File: config.mk
export PLATFORM = sky130hd
export DESIGN_NAME = pcd_ctrl
export DESIGN_NICKNAME = d
export VERILOG_FILES = /design/src/hdl/pcd_pkg.sv /design/src/hdl/pcd_ctrl.sv
export SDC_FILE = /design/constraint.sdc
export NUM_CORES = 1
export LEC_CHECK = 0
export BUFFER_PORTS_ARGS = -buffer_cell sky130_fd_sc_hd__buf_4
export CAP_MARGIN = 20
export CELL_PAD_IN_SITES_DETAIL_PLACEMENT = 1
export CELL_PAD_IN_SITES_GLOBAL_PLACEMENT = 1
export CORE_UTILIZATION = 43
export DETAILED_ROUTE_END_ITERATION = 10
export PLACE_DENSITY_LB_ADDON = 0.1
export SYNTH_ARGS = -nofsm -noshare
export SYNTH_HDL_FRONTEND = slang
export SYNTH_SLANG_ARGS = --single-unit
export TNS_END_PERCENT = 10
File: constraint.sdc
create_clock -name clk -period 3.4 [get_ports clk]
set_input_delay 0.17 -clock clk [delete_from_list [all_inputs] [get_ports clk]]
set_output_delay 0.17 -clock clk [all_outputs]
set_load 0.02 [all_outputs]
File: src/hdl/pcd_pkg.sv
// Shared types and constants of the correlation distance block
package pcd_pkg;

  localparam int Q_FRAC = 15;
  localparam logic [15:0] ONE_Q15 = 16'h8000;

  typedef enum logic [2:0] {
    OP_VX_A = 3'd0,
    OP_VX_B = 3'd1,
    OP_VY_A = 3'd2,
    OP_VY_B = 3'd3,
    OP_DEN  = 3'd4,
    OP_P    = 3'd5,
    OP_S    = 3'd6,
    OP_NUM2 = 3'd7
  } op_t;

  typedef struct packed {
    logic       take;
    logic       mul_load;
    logic       mul_step;
    logic       mul_store;
    op_t        op;
    logic       root_init;
    logic       root_a;
    logic       root_b;
    logic [3:0] bit_idx;
    logic       out_load;
    logic       clear;
  } cmd_t;

endpackage

File: src/hdl/pcd_ctrl.sv
// Controller: sequences accumulation drain, multiplies and root search
module pcd_ctrl #(
  parameter int MUL_STEPS = 59
) (
  input  logic          clk,
  input  logic          rst,
  input  logic          start,
  input  logic          last_pair,
  output logic          busy,
  output logic          done,
  output pcd_pkg::cmd_t cmd
);

  localparam int MCW = $clog2(MUL_STEPS + 1);

  typedef enum logic [9:0] {
    S_IDLE  = 10'b0000000001,
    S_DRAIN = 10'b0000000010,
    S_LOAD  = 10'b0000000100,
    S_RUN   = 10'b0000001000,
    S_STORE = 10'b0000010000,
    S_RINIT = 10'b0000100000,
    S_RA    = 10'b0001000000,
    S_RB    = 10'b0010000000,
    S_FIN   = 10'b0100000000,
    S_OUT   = 10'b1000000000
  } state_t;

  state_t           state, state_next;
  pcd_pkg::op_t     op;
  logic [MCW-1:0]   mcnt;
  logic [3:0]       bidx;

  assign busy = (state != S_IDLE);
  assign done = (state == S_OUT);

  always_comb begin
    state_next = state;
    unique case (state)
      S_IDLE:  if (start && last_pair) state_next = S_DRAIN;
      S_DRAIN: state_next = S_LOAD;
      S_LOAD:  state_next = S_RUN;
      S_RUN:   if (mcnt == MCW'(MUL_STEPS - 1)) state_next = S_STORE;
      S_STORE: state_next = (op == pcd_pkg::OP_NUM2) ? S_RINIT : S_LOAD;
      S_RINIT: state_next = S_RA;
      S_RA:    state_next = S_RB;
      S_RB:    state_next = (bidx == 4'd0) ? S_FIN : S_RA;
      S_FIN:   state_next = S_OUT;
      S_OUT:   state_next = S_IDLE;
      default: state_next = S_IDLE;
    endcase
  end

  always_ff @(posedge clk) begin
    if (rst) begin
      state <= S_IDLE;
      op    <= pcd_pkg::OP_VX_A;
      mcnt  <= '0;
      bidx  <= '0;
    end else begin
      state <= state_next;
      if (state == S_DRAIN) op <= pcd_pkg::OP_VX_A;
      if (state == S_STORE) op <= pcd_pkg::op_t'(op + 3'd1);
      if (state == S_RUN) mcnt <= mcnt + 1'b1;
      else mcnt <= '0;
      if (state == S_RINIT) bidx <= 4'(pcd_pkg::Q_FRAC - 1);
      else if (state == S_RB) bidx <= bidx - 1'b1;
    end
  end

  always_comb begin
    cmd.take      = start && !busy;
    cmd.mul_load  = (state == S_LOAD);
    cmd.mul_step  = (state == S_RUN);
    cmd.mul_store = (state == S_STORE);
    cmd.op        = op;
    cmd.root_init = (state == S_RINIT);
    cmd.root_a    = (state == S_RA);
    cmd.root_b    = (state == S_RB);
    cmd.bit_idx   = bidx;
    cmd.out_load  = (state == S_FIN);
    cmd.clear     = (state == S_OUT);
  end

endmodule

* Word level (Yosys, flattened, before mapping)
Cells that the tools add are included.
Widths: inputs -> output; s select.
** Cells by class
- Mux-type cells :: 9
- Equality and inequality tests :: 15
- Reduce and logical (&&, ||, !) cells :: 9
- Bitwise gates (word level) :: 1
- Add/subtract/negate cells :: 3
** Operator list (count)
- $pmux 10 s9 :: 1
- $mux 10 :: 2
- $eq 10x1->1 const B :: 1
- $eq 10x10->1 const B :: 1
- $eq 10x2->1 const B :: 1
- $eq 10x3->1 const B :: 1
- $eq 10x4->1 const B :: 1
- $eq 10x5->1 const B :: 1
- $eq 10x6->1 const B :: 1
- $eq 10x7->1 const B :: 1
- $eq 10x8->1 const B :: 1
- $eq 10x9->1 const B :: 1
- $ne 10x1->1 const B :: 1
- $mux 9 :: 1
- $mux 4 :: 2
- $add 6x1->6 const B :: 1
- $eq 6x6->1 const B :: 1
- $mux 3 :: 2
- $mux 6 :: 1
- $logic_not 4->1 :: 1
- $reduce_bool 2->1 :: 2
- $reduce_or 2->1 :: 2
- $sub 4x1->4 const B :: 1
- $add 3x1->3 const B :: 1
- 7 further kinds :: 8
** Word-level totals
- Bits of input ports :: 4
- Output and inout port bits :: 18
- Flip-flop bits (word level) :: 23
- Logic and storage cells :: 42

* Longest topological paths before layout
- Word-level depth :: 3
- Depth in mapped cells :: 6

* Worst setup path after synthesis
Ideal clock, no wire load.
- Kind :: flip-flop to flip-flop
- Start :: reg state[9]
- End :: reg state[3]
- Arrival time :: 2.286 ns
- Slack :: 1.054 ns
- Library setup time :: 0.061 ns
- Buffers on the path :: 0
- Cell stages (with the launch flop) :: 5
- Cells stage by stage :: dfxtp_1 -> nor4_1 -> nand2_1 -> nor4b_1 -> o21a_1
** RTL lines
- from (decl) :: RTL line pcd_ctrl.sv:29 : state_t state, state_next;
- from (signal assigned) :: RTL line pcd_ctrl.sv:61 : state <= state_next;

==> flow_metrics.tcl <==
set metrics [dict create \
    status "finished clean" \
    core_area_um2 2520 \
    drive_gt1_share_pct 20.4 \
    synth-warning-count 0 \
    rsz0062_at_grt "no" \
    clockRootBuffer "clkbuf_4" \
    synth_top_area_share_pct 39.6 \
    htreeDepth 1 \
    nets 168 \
    synth_seq_cells 23 \
    r2r_setup_slack_ns 1.36 \
    crit_end "cmd[6]" \
    dpl_cell_area_um2 1350 \
    syn_area_per_cell_um2 8.62 \
    tns_ns 0 \
    cpMaxStageDelayCell "or4_4" \
    min_path_type "input port to register" \
    die-area_um2 2920 \
    critPathKind "register to primary output" \
    finalPower_mw 0.488 \
    area_growth_pct 18.2 \
    path_buf_inv 1 \
    netlist_instances 135 \
    drt_iter0_markers 13 \
    via_per_inst 5.45 \
    relSlewSlack_pct 52.5 \
    asyncSetResetFlopFracSynth_pct 0 \
    crit_arrival_ns 2.04 \
    clk_latency_ns 0.30 \
    die_w_um 54.0 \
    start_util_pct 46.1 \
    p_leak_nw 0.558 \
    critPathTopFamily "simple AND/OR/NAND/NOR gates" \
    drtPass1Iterations 4 \
    reg2reg_from "state[0]$_SDFFE_PP1P_" \
    ys_seq_area_share_pct 39.6 \
    cts_buffers 3 \
    placed_cells 183 \
    slowest_delay_ns 0.58 \
    final_cell_mix "dfxtp_1, buf_4, nor2_1, nand2_1, nand3_1" \
    synth_cell_types 38 \
    ctsResizeCount 0 \
    row_count 18 \
    worst-path-stages 3 \
    grtUsageTotal_pct 20.6 \
    path_clk_slew_ns 0.12 \
    antenna_found_initial 0 \
    antennaDiodeCount 0 \
    grt_pass1_wl_um 4330 \
    yosysTopAreaCell "dfxtp_1" \
    synth_area_um2 1160 \
    cts_sinks 23 \
    ys.flop_type "dfxtp_1" \
    cts_tree "yes" \
    fin_area_um2 1380 \
    finalHoldViolCount 0 \
    grt_pass1_vias 961 \
    cts_buffer_depth 2 \
    synth_edf_count 0 \
    ys_top_cells_by_area "dfxtp_1, ha_1, nor2_1, nand3_1, nand2_1" \
    fin_hold_ws_ns 0.133 \
    cap_viol_max_count 0 \
    startpoint_type "register" \
    synth_nets 145 \
    path_cells "or4_4, nor4_2, buf_4" \
    critPathCaptureType "primary output" \
    fin_skew_ns 0.00281 \
    io_pins 22 \
    overflow 0 \
    slew_viol_final 0 \
    ant_nets 0 \
    portBuffers 21 \
    drc 0 \
    fin_cells 187 \
    fin_crit_ns 2.21 \
    hpwlAfterDp_um 2150 \
    totalWireLength_um 2670 \
    die_h_um 54.0 \
    wl_per_cell_um 14.3 \
    tightestPinTransition_ns 0.706 \
    setup_viol 0 \
    ir_drop_uv 253 \
    routed-via-count 1020 \
    cts_setup_buffers 0 \
    gp_congestion 0.797 \
    rr_worst_depth 4 \
    cts-hold-fix-buffers 0 \
    grt_max_degree 14 \
    clock.fmax_mhz 452 \
    crit_start "state[0]$_SDFFE_PP1P_" \
    cp_max_fo 5 \
    fin_crit_sh_pct 65.1 \
    final_common_cell "dfxtp_1" \
    worstReg2RegEnd "bidx[3]$_SDFFE_PP0P_" \
    p_per_area_nw_per_um2 355 \
    critical_path_required_ns 3.23 \
]
synth_stat cells (4+ instances only):
master,instances
dfxtp_1,23
nor2_1,18
nand2_1,10
nand3_1,9
inv_1,8
ha_1,6
a21oi_1,5
nor4_1,5
nor3_1,4
nor4b_1,4
xnor2_1,4
xor2_1,4
kinds of logic after synthesis:
kind of cell	synth area share (%)
adders and majority gates	6.45
DFF	39.6
and+or+nand+nor	32.6
xor gates and xnor gates	6.02
buffers and inverters	4.19
AOI/OAI and AO/OA	11.2
state kept, by name, indices dropped and copies added, names as in the netlist:
signal / flops
state: 10
mcnt: 6
bidx: 4
op: 3
final cells by class:
type                       count  area, um^2
timing repair buffer          22         165
tap                           30        37.5
fill                         316        1150
inverter                       8        30.0
multi-input combinational    100         654
clock buffer                   3        22.5
clock inverter                 1        5.00
sequential                    23         460
worst register-to-register path, delay by kind of cell, from the launching register on:
kind / cells / cell delay, ns
AO/OA/AOI/OAI: 1 / 0.16
flip-flops: 1 / 0.36
AND/OR/NAND/NOR: 3 / 1.46
where the power goes:
group / total [mW] / internal, mW / switching [mW] / leakage [nW]
Sequential: 0.282 / 0.275 / 0.00676 / 0.186
Clock: 0.121 / 0.0438 / 0.0771 / 0.0177
Combinational: 0.0847 / 0.0352 / 0.0495 / 0.355
how the worst min path moves through the flow:
| stage | start | endpoint | cells past startpoint |
|---|---|---|---|
| 3_3_place_gp | mcnt[0]$_SDFF_PP0_ | mcnt[0]$_SDFF_PP0_ | 1 |
| 2_1_floorplan | rst | state[0]$_SDFFE_PP1P_ | 2 |
| 3_5_place_dp | mcnt[0]$_SDFF_PP0_ | mcnt[0]$_SDFF_PP0_ | 1 |
| 5_1_grt | rst | op[1]$_SDFFE_PP0P_ | 2 |
| 4_1_cts | rst | op[1]$_SDFFE_PP0P_ | 2 |
| 6_report | rst | op[1]$_SDFFE_PP0P_ | 2 |
layer usage:
metal	up-vias	track usage, %	part of all wire [%]
met5	-	0	0
met2	15	33.1	45
met4	0	5.13	0.53
met1	476	29.0	51
met3	2	2.54	3.1
li1	527	-	-
stage by stage:
| stage | utilization (%) | worst slack, ns |
|---|---|---|
| final | 54.5 | 1.19 |
| after global routing | 54.5 | 1.07 |
| after CTS | 54.5 | 1.17 |
| after detailed placement | 53.4 | 1.39 |
| after global placement | 53.4 | 1.42 |
| after floorplan | - | 1.05 |
Power figures use the tool's default switching activity.
